[config.mk]
export PLATFORM = sky130hd
export DESIGN_NAME = button_sequence_challenge
export DESIGN_NICKNAME = d
export VERILOG_FILES = /design/src/hw/rtl/bsc_pkg.sv /design/src/hw/rtl/bsc_cfg.sv /design/src/hw/rtl/bsc_engine.sv /design/src/hw/rtl/button_sequence_challenge.sv
export SDC_FILE = /design/constraint.sdc
export NUM_CORES = 1
export LEC_CHECK = 0
export BUFFER_PORTS_ARGS = -buffer_cell sky130_fd_sc_hd__buf_2
export CAP_MARGIN = 30
export CORE_MARGIN = 2
export CORE_UTILIZATION = 30
export CTS_CLUSTER_SIZE = 28
export DETAILED_ROUTE_END_ITERATION = 12
export HOLD_SLACK_MARGIN = 0.08
export PLACE_DENSITY_LB_ADDON = 0.15
export REMOVE_ABC_BUFFERS = 1
export SKIP_CTS_REPAIR_TIMING = 1
export SLEW_MARGIN = 40
export SYNTH_ARGS = -nofsm -noshare
export SYNTH_HDL_FRONTEND = slang
export SYNTH_HIERARCHICAL = 1
export SYNTH_SLANG_ARGS = --single-unit
[constraint.sdc]
create_clock -name clk -period 20.1 [get_ports clk]
set_input_delay 0 -clock clk [delete_from_list [all_inputs] [get_ports clk]]
set_output_delay 0 -clock clk [all_outputs]
set_load 0.02 [all_outputs]
[src/hw/rtl/bsc_pkg.sv]
// ----------------------------------------------------------------------------
// bsc_pkg
// Shared types, constants and helpers for the button sequence challenge.
// ----------------------------------------------------------------------------
package bsc_pkg;

  localparam int MAX_LENGTH = 8;
  localparam int LEN_W      = $clog2(MAX_LENGTH + 1);
  localparam int SEQ_W      = 2 * MAX_LENGTH;
  localparam int CFG_AW     = 5;

  localparam logic [7:0] MAX_LEN8     = 8'(MAX_LENGTH);
  localparam logic [7:0] CMD_FIXED_LO = 8'h30;
  localparam logic [7:0] CMD_FIXED_HI = 8'h33;
  localparam logic [7:0] BTN_MAX      = 8'h03;

  // reset values of the configuration registers
  localparam logic [31:0] TIMEOUT_RST  = 32'd60000;
  localparam logic [15:0] FLASH_ON_RST = 16'd420;
  localparam logic [15:0] FLASH_OFF_RST = 16'd180;
  localparam logic [15:0] GAP_RST      = 16'd700;
  localparam logic [3:0]  ATTEMPT_RST  = 4'd3;
  localparam logic [3:0]  DEFLEN_RST   = 4'd4;

  typedef enum logic [1:0] {
    OP_TICK   = 2'd0,
    OP_BUTTON = 2'd1,
    OP_START  = 2'd2,
    OP_CANCEL = 2'd3
  } opcode_t;

  typedef enum logic [2:0] {
    REG_TIMEOUT   = 3'd0,
    REG_FLASH_ON  = 3'd1,
    REG_FLASH_OFF = 3'd2,
    REG_GAP       = 3'd3,
    REG_ATTEMPT   = 3'd4,
    REG_DEFLEN    = 3'd5
  } reg_idx_t;

  typedef enum logic [5:0] {
    PH_IDLE     = 6'b000001,
    PH_SHOW     = 6'b000010,
    PH_WAIT     = 6'b000100,
    PH_APPROVED = 6'b001000,
    PH_REJECTED = 6'b010000,
    PH_TIMEOUT  = 6'b100000
  } phase_t;

  localparam logic [2:0] PHC_IDLE     = 3'd0;
  localparam logic [2:0] PHC_SHOW     = 3'd1;
  localparam logic [2:0] PHC_WAIT     = 3'd2;
  localparam logic [2:0] PHC_APPROVED = 3'd3;
  localparam logic [2:0] PHC_REJECTED = 3'd4;
  localparam logic [2:0] PHC_TIMEOUT  = 3'd5;

  typedef struct packed {
    logic [31:0] timeout_limit_ms;
    logic [15:0] flash_on_ms;
    logic [15:0] flash_off_ms;
    logic [15:0] round_gap_ms;
    logic [3:0]  attempt_limit;
    logic [3:0]  default_length;
  } cfg_t;

  typedef struct packed {
    opcode_t     opcode;
    logic [31:0] time_ms;
    logic [7:0]  button_number;
    logic [7:0]  command_code;
    logic [7:0]  requested_length;
    logic [15:0] random_pairs;
  } item_t;

  typedef struct packed {
    logic [3:0] led_lights;
    logic       event_flag;
    logic [2:0] phase;
  } result_t;

  function automatic logic [2:0] phase_code(phase_t p);
    logic [2:0] c;
    unique case (p)
      PH_IDLE:     c = PHC_IDLE;
      PH_SHOW:     c = PHC_SHOW;
      PH_WAIT:     c = PHC_WAIT;
      PH_APPROVED: c = PHC_APPROVED;
      PH_REJECTED: c = PHC_REJECTED;
      PH_TIMEOUT:  c = PHC_TIMEOUT;
      default:     c = PHC_IDLE;
    endcase
    return c;
  endfunction

endpackage

[src/hw/rtl/bsc_cfg.sv]
// ----------------------------------------------------------------------------
// bsc_cfg
// APB register file holding the challenge timing and limit settings.
// ----------------------------------------------------------------------------
module bsc_cfg (
  input  logic                       clk,
  input  logic                       rst_n,
  input  logic                       psel,
  input  logic                       penable,
  input  logic                       pwrite,
  input  logic [bsc_pkg::CFG_AW-1:0] paddr,
  input  logic [31:0]                pwdata,
  output logic [31:0]                prdata,
  output logic                       pready,
  output bsc_pkg::cfg_t              cfg
);
  import bsc_pkg::*;

  cfg_t     cfg_r;
  logic     wr_en;
  reg_idx_t idx;

  assign pready = 1'b1;
  assign wr_en  = psel && penable && pwrite;
  assign idx    = reg_idx_t'(paddr[CFG_AW-1:2]);
  assign cfg    = cfg_r;

  always_ff @(posedge clk) begin
    if (!rst_n) begin
      cfg_r.timeout_limit_ms <= TIMEOUT_RST;
      cfg_r.flash_on_ms      <= FLASH_ON_RST;
      cfg_r.flash_off_ms     <= FLASH_OFF_RST;
      cfg_r.round_gap_ms     <= GAP_RST;
      cfg_r.attempt_limit    <= ATTEMPT_RST;
      cfg_r.default_length   <= DEFLEN_RST;
    end else if (wr_en) begin
      case (idx)
        REG_TIMEOUT:   cfg_r.timeout_limit_ms <= pwdata;
        REG_FLASH_ON:  cfg_r.flash_on_ms      <= pwdata[15:0];
        REG_FLASH_OFF: cfg_r.flash_off_ms     <= pwdata[15:0];
        REG_GAP:       cfg_r.round_gap_ms     <= pwdata[15:0];
        REG_ATTEMPT:   cfg_r.attempt_limit    <= pwdata[3:0];
        REG_DEFLEN:    cfg_r.default_length   <= pwdata[3:0];
        default: ;
      endcase
    end
  end

  always_comb begin
    case (idx)
      REG_TIMEOUT:   prdata = cfg_r.timeout_limit_ms;
      REG_FLASH_ON:  prdata = {16'd0, cfg_r.flash_on_ms};
      REG_FLASH_OFF: prdata = {16'd0, cfg_r.flash_off_ms};
      REG_GAP:       prdata = {16'd0, cfg_r.round_gap_ms};
      REG_ATTEMPT:   prdata = {28'd0, cfg_r.attempt_limit};
      REG_DEFLEN:    prdata = {28'd0, cfg_r.default_length};
      default:       prdata = 32'd0;
    endcase
  end

endmodule

[src/hw/rtl/bsc_engine.sv]
// ----------------------------------------------------------------------------
// bsc_engine
// Challenge state and the single-pass step logic for one transaction.
// ----------------------------------------------------------------------------
module bsc_engine (
  input  logic             clk,
  input  logic             rst_n,
  input  logic             fire,
  input  bsc_pkg::item_t   item,
  input  bsc_pkg::cfg_t    cfg,
  output bsc_pkg::result_t res
);
  import bsc_pkg::*;

  phase_t             phase_r, phase_nxt;
  logic [SEQ_W-1:0]   seq_r, seq_nxt;
  logic [SEQ_W-1:0]   show_seq_r, show_seq_nxt;
  logic [SEQ_W-1:0]   match_seq_r, match_seq_nxt;
  logic [LEN_W-1:0]   len_r, len_nxt;
  logic [LEN_W-1:0]   match_r, match_nxt;
  logic [LEN_W-1:0]   idx_r, idx_nxt;
  logic [3:0]         att_r, att_nxt;
  logic               dark_r, dark_nxt;
  logic [31:0]        show_mark_r, show_mark_nxt;
  logic [31:0]        start_mark_r, start_mark_nxt;

  logic [7:0]         def8;
  logic [7:0]         len8;
  logic               fixed_pat;
  logic [SEQ_W+15:0]  rnd_wide;
  logic [SEQ_W-1:0]   start_seq;
  logic [31:0]        sm;
  logic [31:0]        shm;
  logic [31:0]        elapsed;
  logic [31:0]        dt;
  logic               show_done;
  logic               btn_hit;
  logic [LEN_W-1:0]   match_inc;
  logic [3:0]         att_dec;
  logic               active;

  always_comb begin
    // step count for a start transaction
    def8 = {4'd0, cfg.default_length};
    if (def8 == 8'd0) begin
      def8 = 8'd1;
    end else if (def8 > MAX_LEN8) begin
      def8 = MAX_LEN8;
    end
    if (item.requested_length == 8'd0 || item.requested_length > MAX_LEN8) begin
      len8 = def8;
    end else begin
      len8 = item.requested_length;
    end

    fixed_pat = (item.command_code >= CMD_FIXED_LO) && (item.command_code <= CMD_FIXED_HI);
    // steps past the random field read as zero
    rnd_wide  = {{SEQ_W{1'b0}}, item.random_pairs};
    for (int i = 0; i < MAX_LENGTH; i++) begin
      start_seq[2*i +: 2] = fixed_pat ? 2'(i) : rnd_wide[2*i +: 2];
    end

    // zero marks mean unset and are taken from this tick
    sm        = (start_mark_r == 32'd0) ? item.time_ms : start_mark_r;
    shm       = (show_mark_r == 32'd0) ? item.time_ms : show_mark_r;
    elapsed   = item.time_ms - sm;
    dt        = item.time_ms - shm;
    show_done = idx_r >= len_r;
    btn_hit   = (match_r < LEN_W'(MAX_LENGTH)) &&
                (item.button_number == {6'd0, match_seq_r[1:0]});
    match_inc = match_r + LEN_W'(1);
    att_dec   = (att_r != 4'd0) ? att_r - 4'd1 : 4'd0;
    active    = (phase_r == PH_SHOW) || (phase_r == PH_WAIT);

    phase_nxt      = phase_r;
    seq_nxt        = seq_r;
    show_seq_nxt   = show_seq_r;
    match_seq_nxt  = match_seq_r;
    len_nxt        = len_r;
    match_nxt      = match_r;
    idx_nxt        = idx_r;
    att_nxt        = att_r;
    dark_nxt       = dark_r;
    show_mark_nxt  = show_mark_r;
    start_mark_nxt = start_mark_r;
    res.led_lights = 4'd0;
    res.event_flag = 1'b0;

    if (fire) begin
      unique case (item.opcode)
        OP_TICK: begin
          if (active) begin
            start_mark_nxt = sm;
            if (elapsed > cfg.timeout_limit_ms) begin
              phase_nxt      = PH_TIMEOUT;
              res.event_flag = 1'b1;
            end else if (phase_r == PH_SHOW) begin
              show_mark_nxt = shm;
              if (show_done) begin
                if (dt >= {16'd0, cfg.round_gap_ms}) begin
                  phase_nxt      = PH_WAIT;
                  res.event_flag = 1'b1;
                end
              end else if (!dark_r) begin
                if (dt < {16'd0, cfg.flash_on_ms}) begin
                  res.led_lights = 4'b0001 << show_seq_r[1:0];
                end else begin
                  dark_nxt      = 1'b1;
                  show_mark_nxt = item.time_ms;
                end
              end else if (dt >= {16'd0, cfg.flash_off_ms}) begin
                dark_nxt      = 1'b0;
                idx_nxt       = idx_r + LEN_W'(1);
                show_mark_nxt = item.time_ms;
                show_seq_nxt  = show_seq_r >> 2;
              end
            end else begin
              // one led per correct press, at most four
              for (int i = 0; i < 4; i++) begin
                res.led_lights[i] = 8'(match_r) > 8'(i);
              end
            end
          end
        end
        OP_BUTTON: begin
          if (active && item.button_number <= BTN_MAX) begin
            res.event_flag = 1'b1;
            phase_nxt      = PH_WAIT;
            if (btn_hit) begin
              match_nxt     = match_inc;
              match_seq_nxt = match_seq_r >> 2;
              if (match_inc >= len_r) begin
                phase_nxt = PH_APPROVED;
              end
            end else begin
              match_nxt     = '0;
              match_seq_nxt = seq_r;
              att_nxt       = att_dec;
              if (att_dec == 4'd0) begin
                phase_nxt = PH_REJECTED;
              end else begin
                phase_nxt     = PH_SHOW;
                idx_nxt       = '0;
                dark_nxt      = 1'b0;
                show_mark_nxt = 32'd0;
                show_seq_nxt  = seq_r;
              end
            end
          end
        end
        OP_START: begin
          phase_nxt      = PH_SHOW;
          seq_nxt        = start_seq;
          show_seq_nxt   = start_seq;
          match_seq_nxt  = start_seq;
          len_nxt        = LEN_W'(len8);
          match_nxt      = '0;
          idx_nxt        = '0;
          att_nxt        = cfg.attempt_limit;
          dark_nxt       = 1'b0;
          show_mark_nxt  = 32'd0;
          start_mark_nxt = 32'd0;
        end
        OP_CANCEL: begin
          phase_nxt      = PH_IDLE;
          seq_nxt        = '0;
          show_seq_nxt   = '0;
          match_seq_nxt  = '0;
          len_nxt        = '0;
          match_nxt      = '0;
          idx_nxt        = '0;
          att_nxt        = 4'd0;
          dark_nxt       = 1'b0;
          show_mark_nxt  = 32'd0;
          start_mark_nxt = 32'd0;
        end
      endcase
    end

    res.phase = phase_code(phase_nxt);
  end

  always_ff @(posedge clk) begin
    if (!rst_n) begin
      phase_r      <= PH_IDLE;
      seq_r        <= '0;
      show_seq_r   <= '0;
      match_seq_r  <= '0;
      len_r        <= '0;
      match_r      <= '0;
      idx_r        <= '0;
      att_r        <= 4'd0;
      dark_r       <= 1'b0;
      show_mark_r  <= 32'd0;
      start_mark_r <= 32'd0;
    end else begin
      phase_r      <= phase_nxt;
      seq_r        <= seq_nxt;
      show_seq_r   <= show_seq_nxt;
      match_seq_r  <= match_seq_nxt;
      len_r        <= len_nxt;
      match_r      <= match_nxt;
      idx_r        <= idx_nxt;
      att_r        <= att_nxt;
      dark_r       <= dark_nxt;
      show_mark_r  <= show_mark_nxt;
      start_mark_r <= start_mark_nxt;
    end
  end

`ifndef SYNTH
  a_match_below_len: assert property (@(posedge clk) disable iff (!rst_n)
    (phase_r == PH_SHOW || phase_r == PH_WAIT) |-> match_r < len_r)
    else $error("match position reached length while challenge active");

  a_idx_bounded: assert property (@(posedge clk) disable iff (!rst_n)
    idx_r <= len_r)
    else $error("show index ran past sequence length");

  a_start_shows: assert property (@(posedge clk) disable iff (!rst_n)
    fire && item.opcode == OP_START |=> phase_r == PH_SHOW && len_r != '0)
    else $error("start did not enter showing with a nonzero length");

  a_show_one_led: assert property (@(posedge clk) disable iff (!rst_n)
    fire && item.opcode == OP_TICK && phase_r == PH_SHOW |-> $onehot0(res.led_lights))
    else $error("more than one led lit while showing");
`endif

endmodule

[src/hw/rtl/button_sequence_challenge.sv]
// path: a transaction goes from the input register through the engine into the result register
// throughput: one transaction per cycle when the output is not stalled; every opcode takes a single pass
// the input register frees whenever the result register is empty or being taken
// reset: synchronous active-low rst_n clears the challenge to idle and loads
// the register defaults; no clearing pass is needed
// ----------------------------------------------------------------------------
// button_sequence_challenge
// Four-button confirmation challenge with led display and timeout checking.
// ----------------------------------------------------------------------------
module button_sequence_challenge (
  input  logic                       clk,
  input  logic                       rst_n,
  input  logic                       in_valid,
  output logic                       in_stall,
  input  logic [1:0]                 in_opcode,
  input  logic [31:0]                in_time_ms,
  input  logic [7:0]                 in_button_number,
  input  logic [7:0]                 in_command_code,
  input  logic [7:0]                 in_requested_length,
  input  logic [15:0]                in_random_pairs,
  output logic                       out_valid,
  input  logic                       out_stall,
  output logic [3:0]                 out_led_lights,
  output logic                       out_event_flag,
  output logic [2:0]                 out_phase,
  input  logic                       psel,
  input  logic                       penable,
  input  logic                       pwrite,
  input  logic [bsc_pkg::CFG_AW-1:0] paddr,
  input  logic [31:0]                pwdata,
  output logic [31:0]                prdata,
  output logic                       pready
);
  import bsc_pkg::*;

  logic    in_valid_r;
  item_t   item_r;
  logic    out_valid_r;
  result_t out_res_r;
  result_t res;
  cfg_t    cfg;
  logic    advance;
  logic    fire;
  logic    in_take;

  assign advance  = !out_valid_r || !out_stall;
  assign fire     = in_valid_r && advance;
  assign in_stall = in_valid_r && !advance;
  assign in_take  = in_valid && !in_stall;

  bsc_cfg u_cfg (
    .clk     (clk),
    .rst_n   (rst_n),
    .psel    (psel),
    .penable (penable),
    .pwrite  (pwrite),
    .paddr   (paddr),
    .pwdata  (pwdata),
    .prdata  (prdata),
    .pready  (pready),
    .cfg     (cfg)
  );

  bsc_engine u_engine (
    .clk   (clk),
    .rst_n (rst_n),
    .fire  (fire),
    .item  (item_r),
    .cfg   (cfg),
    .res   (res)
  );

  always_ff @(posedge clk) begin
    if (!rst_n) begin
      in_valid_r <= 1'b0;
    end else if (in_take) begin
      in_valid_r <= 1'b1;
    end else if (advance) begin
      in_valid_r <= 1'b0;
    end
  end

  always_ff @(posedge clk) begin
    if (in_take) begin
      item_r.opcode           <= opcode_t'(in_opcode);
      item_r.time_ms          <= in_time_ms;
      item_r.button_number    <= in_button_number;
      item_r.command_code     <= in_command_code;
      item_r.requested_length <= in_requested_length;
      item_r.random_pairs     <= in_random_pairs;
    end
  end

  always_ff @(posedge clk) begin
    if (!rst_n) begin
      out_valid_r <= 1'b0;
    end else if (fire) begin
      out_valid_r <= 1'b1;
    end else if (!out_stall) begin
      out_valid_r <= 1'b0;
    end
  end

  always_ff @(posedge clk) begin
    if (fire) begin
      out_res_r <= res;
    end
  end

  assign out_valid      = out_valid_r;
  assign out_led_lights = out_res_r.led_lights;
  assign out_event_flag = out_res_r.event_flag;
  assign out_phase      = out_res_r.phase;

endmodule
* Yosys cells after proc, flatten, opt, wreduce, memory -nomap -nowiden
Index checks and enable logic that the tools add are counted.
Operators by class: add/sub/neg operators 5, order comparisons 16, equality and inequality tests 26, shift operators 1, muxes and demuxes 97, bitwise operators 2, reduce and logical (&&, ||, !) cells 44
Operators by type and width (count):
- $mux 32 | 13
- $pmux 32 s6 | 1
- $mux 16 | 11
- $pmux 32 s3 | 1
- $mux 4 | 22
- $ge 32x16->1 | 2
- $logic_not 32->1 | 2
- $pmux 16 s4 | 1
- $pmux 32 s2 | 1
- $sub 32x32->32 | 2
- $pmux 16 s3 | 1
- $mux 6 | 7
- $gt 32x32->1 | 1
- $lt 32x16->1 | 1
- $pmux 16 s2 | 1
- $pmux 4 s3 | 2
- $pmux 6 s4 | 1
- $mux 1 | 20
- $mux 2 | 8
- $pmux 4 s2 | 2
- $pmux 3 s5 | 1
- $reduce_and 2->1 | 7
- $eq 6x2->1 const B | 2
- $eq 6x3->1 const B | 2
- 44 further kinds | 79
Word-level totals: register bits 307, input bits 118, output and inout port bits 43, word-level logic and storage cells 219

* Depth between registers and ports, before layout
Gate-level depths: netlist of the first run.
depth after elaboration 13, mapped depth 31, depth with buffers taken out 30

* By module
The synthesis of the first run kept the hierarchy.
Modules (own cells, without submodules):
- bsc_engine | instances 1, cells each 1533, area each 12196.7 µm², sequential area each 2702.6 µm²
- bsc_cfg | instances 1, cells each 423, area each 4071.4 µm², sequential area each 1761.7 µm²
- button_sequence_challenge | instances 1, cells each 90, area each 2546.2 µm², sequential area each 2502.4 µm²

* Worst setup path before layout of the first run
No wires, ideal clock.
kind flip-flop to flip-flop, from reg u_engine.start_mark_r[25], to reg u_engine.show_seq_r[13], library setup time 116 ps, data arrival time 6248 ps, required time 19984 ps, path slack 13736 ps, cell stages (with the launch flop) 32, buffers on the path 2, period minus slack after synthesis 6364 ps, path through dfxtp_1 > nor4_1 > nand4_1 > nor2_1 > clkbuf_1 > a21oi_1 > ha_1 > nor2b_1 > o21ai_0 > a21boi_0 > o2111ai_1 > a21oi_1 > nor3_1 > o31ai_1 > o311a_1 > a21o_1 > a31o_2 > a21oi_1 > xnor2_1 > ha_1 > a21o_1 > a21oi_1 > o21ai_0 > a21oi_1 > a21oi_1 > or3b_2 > a21oi_2 > o211ai_1 > o21ai_4 > buf_6 > o211ai_2 > o211a_1
Between the ends: cells in the longest elaborated chain, start to end 6
RTL lines:
- from (decl) | RTL line bsc_engine.sv:25 | logic [31:0] start_mark_r, start_mark_nxt;
- from (signal assigned) | RTL line bsc_engine.sv:207 | start_mark_r <= start_mark_nxt;
- $logic_not 32->1 | RTL line bsc_engine.sv:64 | sm = (start_mark_r == 32'd0) ? item.time_ms : start_mark_r;
- $mux 32 (*) | RTL line bsc_engine.sv:64
- $sub 32x32->32 (*) | RTL line bsc_engine.sv:66 | elapsed = item.time_ms - sm;
- $gt 32x32->1 (*) | RTL line bsc_engine.sv:94 | if (elapsed > cfg.timeout_limit_ms) begin
- $ne 2x2->1 (no source line) (*)
- $reduce_and 10->1 (no source line) (*)
- to (signal assigned) | RTL line bsc_engine.sv:199 | show_seq_r <= show_seq_nxt;
- to (decl) | RTL line bsc_engine.sv:17 | logic [SEQ_W-1:0] show_seq_r, show_seq_nxt;
Every way passes the cells marked *; elsewhere a longest branch is shown, timed or not. A chain may end at the register's enable or synchronous reset.

* Final worst setup path of the first run
from reg u_engine.start_mark_r[0], to reg u_engine.show_seq_r[0]
The elaborated chain is that of the path after synthesis.

==> results of run 1 <==
worst paths after layout:
path	slack, ns	depth (start not counted)	endpoint	start
worst max-delay path	10.95	32	u_engine/show_seq_r[0]	u_engine/start_mark_r[0]
worst min-delay path	0.11	3	u_cfg/cfg[17]	paddr[3]
worst max register to register	10.95	32	u_engine/show_seq_r[0]	u_engine/start_mark_r[0]
worst min register to register	0.47	2	u_cfg/cfg[82]	u_cfg/cfg[82]
worst max-delay path: cells and delay by family, from the launching register on:
kind / cells / cell delay, ns
adder cells (fa/ha/maj): 3 / 0.70
AO/OA/AOI/OAI: 20 / 4.49
buffers and inverters: 2 / 0.80
XOR/XNOR: 1 / 0.15
flip-flops: 1 / 0.32
AND/OR/NAND/NOR: 6 / 2.50
sequential cells by signal, indices dropped and copies added (netlist names):
register	count
u_engine/show_mark_r	32
u_engine/match_r	4
u_engine/phase_r	6
u_engine/seq_r	16
u_engine/att_r	4
u_engine/match_seq_r	16
in_valid_r	1
out_valid	1
out_led_lights	4
u_engine/show_seq_r	16
u_engine/len_r	4
u_engine/start_mark_r	32
out_phase	3
item_r	72
u_cfg/cfg	88
u_engine/dark_r	1
u_engine/idx_r	4
out_event_flag	1
power by group through the flow:
stage                     registers, mW  logic, mW  clock network, mW
after floorplan                   0.673      0.321                  0
after global placement            0.676      0.460                  0
after detailed placement          0.676      0.465                  0
after CTS                         0.663      0.469              0.786
after global routing              0.665      0.544              0.806
final                             0.663      0.482              0.758
layout make-up:
class / instances / area (um^2) / share of cell area [%]
clock buffer: 54 / 1136 / 4.967
clock inverter: 23 / 254.0 / 1.110
inverter: 122 / 457.9 / 2.002
multi-input combinational: 1520 / 10930 / 47.76
sequential: 305 / 6907 / 30.19
tap: 837 / 1047 / 4.578
timing repair buffer: 296 / 2147 / 9.386
per-layer routing:
| metal | vias to the layer above | global-route usage, % |
|---|---|---|
| met1 | 7555 | 22.29 |
| met4 | 0 | 4.773 |
| met5 | - | 0 |
| li1 | 7959 | - |
| met2 | 272 | 29.61 |
| met3 | 74 | 2.407 |
stage by stage:
step | std cells | utilization, % | cell area (um^2)
floorplan | 1947 | - | 18220
global placement | 2961 | 32.83 | 20260
detailed placement | 2962 | 32.88 | 20290
CTS | 3039 | 35.14 | 21680
global route | 3157 | 37.07 | 22870
finish | 3157 | 37.07 | 22870
==> results.yml, run 1 <==
power:
  netSwitchingPower_mw: 0.6002
  leakage_nw: 9.463
  power_mw: 1.904
  powerDensity_nw_per_um2: 83.23
  p_int_mw: 1.304
  irDropWorstVdd_mv: 0.04874
  pwr-share-clk_pct: 39.8
  pwr-share-seq_pct: 34.8
  p_sw_share_pct: 31.53
  combPwrFrac_pct: 25.3
hold_path:
  min_path_type: "input pin to register"
routing:
  vias: 15860
  first_pass_iters: 6
  final_antenna_net_count: 0
  wl_met2_mm: 27.11
  wl_met1_mm: 26.23
  wl_per_cell_um: 17.92
  drt-initial-drc-count: 928
  drcViolationCount: 0
  avgViaCountPerCell: 5.024
  wl_met3_mm: 2.002
  top_layer_used: "met4"
  totalWireLength_mm: 56.59
sta:
  tns_ns: 0
  worst_pin_slew_ns: 0.8621
  post-route-min-period_ns: 9.145
  fmax_mhz: 109.3
  setup_slack_ns: 10.95
  rsz0062_at_grt: "no"
  setup_viol: 0
  hold_viol: 0
  finClkSkew_ns: 0.02872
  maxSlewHeadroom_pct: 42.00
  fin_crit_sh_pct: 45.50
  slew_violations: 0
  hold_slack_ns: 0.1124
synth:
  synthCells: 2044
  yosysWarnings: 6
  syn-cell-area_um2: 18750
  syn_avg_cell_area_um2: 9.175
grt:
  antenna_found_initial: 1
  grt_max_degree: 83
  grt_pass1_wl_mm: 86.88
  grt_usage_pct: 17.16
  overflow: 0
  grt_pass1_vias: 15523
clock_network:
  cts_sinks: 305
  clk_pin_slew_ns: 0.06
  htree_levels: 2
  root_buffer: "clkbuf_16"
  cts_tree: "yes"
  insertion_delay_ns: 0.59
  clk_path_buf_depth: 3
  numCtsBuffers: 42
floorplanning:
  die_width_um: 254.0
  core-area_um2: 61710
  dieArea_um2: 64530
  start_util_pct: 30.39
  num_rows: 91
  die_y_um: 254.0
  io_pins: 161
placement:
  gp_congestion: 0.8375
  place_hpwl_mm: 40.25
  io_buffers: 155
  place_ws_ns: 11.00
worst_setup_path:
  cp_slowest_cell: "nor4_1"
  worstSetupPathType: "register to register"
  cp_common_cell: "a21oi_1"
  worstPathArrival_ns: 9.62
  path_max_fanout: 36
  critPathLaunchType: "register"
  critical-path-max-stage-delay_ns: 0.76
  critPathCaptureType: "register"
  cp.required_ns: 20.58
final_layout:
  n_antenna_cell: 0
  layout.nets: 2561
  layout_common_cells: "dfxtp_1 (225), nand2_1 (177), a21oi_1 (167)"
  syn_to_final_growth_pct: 21.97
  final_common_cell: "dfxtp_1"
  fill_cells: 6335
  drive_above_1_share_pct: 14.18
outcome:
  status: "finished, final reports clean"
job:
  drv_cap: 0
Power figures use the tool's default switching activity.
==> run 2, diff against run 1 <==
==> constraint.sdc (replaced) <==
create_clock -name clk -period 8.3 [get_ports clk]
set_input_delay 0 -clock clk [delete_from_list [all_inputs] [get_ports clk]]
set_output_delay 0 -clock clk [all_outputs]
set_load 0.02 [all_outputs]
==> results.yml, run 2 (synthesis results as in run 1) <==
outcome:
  status: "finished, final reports clean"
routing:
  vias: 15870
  final_antenna_net_count: 0
  drcViolationCount: 0
  avgViaCountPerCell: 5.025
  first_pass_iters: 5
  totalWireLength_mm: 56.83
  drt-initial-drc-count: 866
  wl_per_cell_um: 18.00
sta:
  post-route-min-period_ns: 7.663
  setup_viol: 0
  hold_viol: 0
  slew_violations: 0
  fin_crit_sh_pct: 92.32
  hold_slack_ns: 0.1092
  worst_pin_slew_ns: 0.8565
  tns_ns: 0
  finClkSkew_ns: 0.02856
  fmax_mhz: 130.5
  maxSlewHeadroom_pct: 42.46
  rsz0062_at_grt: "no"
worst_setup_path:
  critPathLaunchType: "register"
  critPathCaptureType: "register"
  cp.required_ns: 8.76
  cp_common_cell: "a21oi_1"
  rr_startpoint: "u_engine/start_mark_r[25]"
  worstSetupPathType: "register to register"
  cp_slowest_cell: "or3b_2"
  critical-path-top-delay-family: "compound AO/OA/AOI/OAI gates"
  path_max_fanout: 36
  startpoint: "u_engine/start_mark_r[25]"
  critical-path-max-stage-delay_ns: 0.51
  path_buf_inv: 1
  worstPathArrival_ns: 8.12
grt:
  grt_max_degree: 85
  grt_pass1_vias: 15556
  grt_usage_pct: 17.13
  antenna_found_initial: 1
  grt_pass1_wl_mm: 86.50
  overflow: 0
final_layout:
  n_antenna_cell: 0
  layout.nets: 2567
  final_common_cell: "dfxtp_1"
  fill_cells: 6308
  syn_to_final_growth_pct: 22.12
  multiInputGateArea_um2: 10940
  drive_above_1_share_pct: 14.22
  largest_reg_flops: 88
  seqCellArea_um2: 6907
  layout_common_cells: "dfxtp_1 (225), nand2_1 (177), a21oi_1 (167)"
  final_cells: 3158
hold_path:
  min_path_type: "input pin to register"
  hp-start: "paddr[3]"
clock_network:
  htree_levels: 2
  cts_sinks: 305
  numCtsBuffers: 40
  root_buffer: "clkbuf_16"
  cts_tree: "yes"
  insertion_delay_ns: 0.56
  clk_pin_slew_ns: 0.06
  clk_path_buf_depth: 3
floorplanning:
  die_y_um: 254.0
  num_rows: 91
  die_width_um: 254.0
  io_pins: 161
  core-area_um2: 61710
  start_util_pct: 30.39
  dieArea_um2: 64530
placement:
  gp_congestion: 0.8558
  io_buffers: 155
  place_inst: 2966
  place_hpwl_mm: 40.91
job:
  drv_cap: 0
power:
  leakage_nw: 9.482
  powerDensity_nw_per_um2: 197.0
  irDropWorstVdd_mv: 0.1325
-- run 2: changes by cell type in the layout (fill, tap and decap cells not counted), moves of 2 or more --
cell           before  now
buf_4              21   23
dlygate4sd3_1     118  122
clkinv_1            5    1
clkinv_2            6    3
clkbuf_1            8   10
-- run 2: per-stage QoR --
stage / setup slack, ns / util [%] / area [um^2] / total power, mW
after floorplan: 0.6865 / - / 18220 / 2.405
after global placement: 0.6293 / 32.90 / 20300 / 2.755
after detailed placement: 0.6344 / 32.99 / 20360 / 2.770
after CTS: 0.6156 / 35.10 / 21660 / 4.544
after global routing: 0.0006350 / 37.11 / 22900 / 4.777
final: 0.6374 / 37.11 / 22900 / 4.512
-- run 2: metal layers --
| metal | vias to the layer above | wire (um) | global-route usage (%) |
|---|---|---|---|
| met5 | - | 0 | 0 |
| met1 | 7516 | 26160 | 22.01 |
| li1 | 7984 | - | - |
| met3 | 78 | 2095 | 2.540 |
| met4 | 0 | 1434 | 5.176 |
| met2 | 292 | 27140 | 29.53 |
-- run 2: where the power goes --
part / internal (mW) / switching [mW] / total [mW]
clock network: 1.04 / 0.691 / 1.73
logic: 0.493 / 0.680 / 1.17
registers: 1.57 / 0.0381 / 1.61
-- run 2: tightest hold or removal path, cell delays in order --
cell and delay (ns):
buf_2 0.34, nand4_1 0.20, nand3_1 0.07
-- run 2: final timing paths --
kind / end / slack [ns] / cells after the start
max: u_engine/show_seq_r[0] / 0.64 / 31
min: u_cfg/cfg[11] / 0.11 / 3
max reg2reg: u_engine/show_seq_r[0] / 0.64 / 31
min reg2reg: u_cfg/cfg[86] / 0.47 / 2
-- run 2: area by class of cell --
class / instances / area share (%)
sequential: 305 / 30.16
timing repair buffer: 304 / 9.822
tap: 837 / 4.573
clock inverter: 15 / 0.7867
inverter: 122 / 1.999
multi-input combinational: 1520 / 47.78
clock buffer: 55 / 4.884
==> run 3, diff against run 2 <==
==> constraint.sdc (replaced) <==
create_clock -name clk -period 6.2 [get_ports clk]
set_input_delay 0 -clock clk [delete_from_list [all_inputs] [get_ports clk]]
set_output_delay 0 -clock clk [all_outputs]
set_load 0.02 [all_outputs]
==> results.yml, run 3 (synthesis results as in run 1) <==
outcome:
  status: "finished, violations left"
  failed_checks: "setup timing"
worst_setup_path:
  critPathCaptureType: "register"
  critical-path-top-delay-family: "compound AO/OA/AOI/OAI gates"
  worstPathArrival_ns: 6.92
  critPathLaunchType: "register"
  path_max_fanout: 5
  cp_slowest_cell: "or3b_4"
  cp.required_ns: 6.64
  cp_common_cell: "nand4_1"
  path_buf_inv: 6
  critical-path-max-stage-delay_ns: 0.42
  worstSetupPathType: "register to register"
sta:
  tns_ns: -10.95
  rsz0062_at_grt: "yes"
  fmax_mhz: 154.3
  setup_slack_ns: -0.2803
  slew_violations: 0
  worst_pin_slew_ns: 0.8398
  hold_viol: 0
  maxSlewHeadroom_pct: 44.01
  setup_viol: 54
  fin_crit_sh_pct: 104.5
  post-route-min-period_ns: 6.480
  finClkSkew_ns: 0.01605
floorplanning:
  dieArea_um2: 64530
  num_rows: 91
  io_pins: 161
  die_y_um: 254.0
  start_util_pct: 30.39
  core-area_um2: 61710
  die_width_um: 254.0
grt:
  antenna_found_initial: 0
  grt_pass1_vias: 16323
  grt_usage_pct: 17.80
  overflow: 0
  grt_max_degree: 82
  grt_pass1_wl_mm: 90.63
routing:
  avgViaCountPerCell: 5.005
  wl_per_cell_um: 17.83
  first_pass_iters: 5
  vias: 16631
  drt-initial-drc-count: 843
  final_antenna_net_count: 0
  totalWireLength_mm: 59.25
  drcViolationCount: 0
power:
  power_mw: 6.393
  powerDensity_nw_per_um2: 260.7
  pwr-share-seq_pct: 33.7
  pwr-share-clk_pct: 38.6
  combPwrFrac_pct: 27.7
  irDropWorstVdd_mv: 0.1583
  leakage_nw: 10.41
  p_int_mw: 4.423
  netSwitchingPower_mw: 1.970
  p_sw_share_pct: 30.82
hold_path:
  min_path_type: "input pin to register"
clock_network:
  numCtsBuffers: 40
  insertion_delay_ns: 0.57
  root_buffer: "clkbuf_16"
  clk_pin_slew_ns: 0.06
  htree_levels: 2
  cts_tree: "yes"
  cts_sinks: 305
  clk_path_buf_depth: 3
placement:
  place_hpwl_mm: 42.81
  gp_congestion: 0.8612
  io_buffers: 155
  place_inst: 3121
final_layout:
  syn_to_final_growth_pct: 30.75
  layout.nets: 2728
  final_common_cell: "dfxtp_1"
  largest_reg_flops: 88
  drive_above_1_share_pct: 21.80
  layout_common_cells: "dfxtp_1 (224), buf_4 (182), nand2_1 (177)"
  final_cells: 3323
  n_antenna_cell: 0
  fill_cells: 6241
job:
  drv_cap: 0
-- run 3: per-layer routing --
| metal | up-vias | global-route usage, % | routed length (um) |
|---|---|---|---|
| li1 | 8302 | - | - |
| met1 | 7940 | 22.94 | 27320 |
| met2 | 310 | 30.71 | 28580 |
| met3 | 79 | 2.366 | 2026 |
| met4 | 0 | 5.613 | 1321 |
| met5 | - | 0 | 0 |
-- run 3: cell type report --
type                            count  area [um^2]  share of cell area, %
Multi-Input combinational cell   1520        11190                  45.63
Timing Repair Buffer              465         3522                  14.36
Clock buffer                       58         1192                  4.863
Tap cell                          837         1047                  4.271
Sequential cell                   305         6908                  28.17
Inverter                          122        457.9                  1.868
Clock inverter                     16        205.2                 0.8368
-- run 3: tightest hold or removal path, stage by stage --
cell     delay [ns]
buf_2          0.33
nand4_1        0.20
nand3_1        0.06
-- run 3: power groups by stage --
stage | clock, mW | sequential [mW] | combinational [mW]
final | 2.47 | 2.15 | 1.77
after global routing | 2.62 | 2.16 | 1.97
after CTS | 2.55 | 2.15 | 1.68
after detailed placement | 0 | 2.19 | 1.67
after global placement | 0 | 2.19 | 1.65
after floorplan | 0 | 2.18 | 1.04
-- run 3: worst paths after layout --
check	from	to	slack [ns]	cells after the start
hold / removal	paddr[3]	u_cfg/cfg[11]	0.09	3
setup / recovery	u_engine/start_mark_r[28]	u_engine/idx_r[3]	-0.28	34
setup reg to reg	u_engine/start_mark_r[28]	u_engine/idx_r[3]	-0.28	34
hold reg to reg	u_cfg/cfg[78]	u_cfg/cfg[78]	0.47	2
-- run 3: per-stage QoR --
step                setup slack, ns  utilization, %  area, um^2  hold WS, ns
CTS                         -0.8658           37.17       22940      -0.4377
detailed placement          -0.8106           34.91       21540       0.1781
floorplan                    -1.414               -       18220      0.06194
finish                      -0.2803           39.73       24520      0.09227
global placement            -0.7097           34.82       21490       0.1768
global route                -0.6562           39.73       24520       0.1123
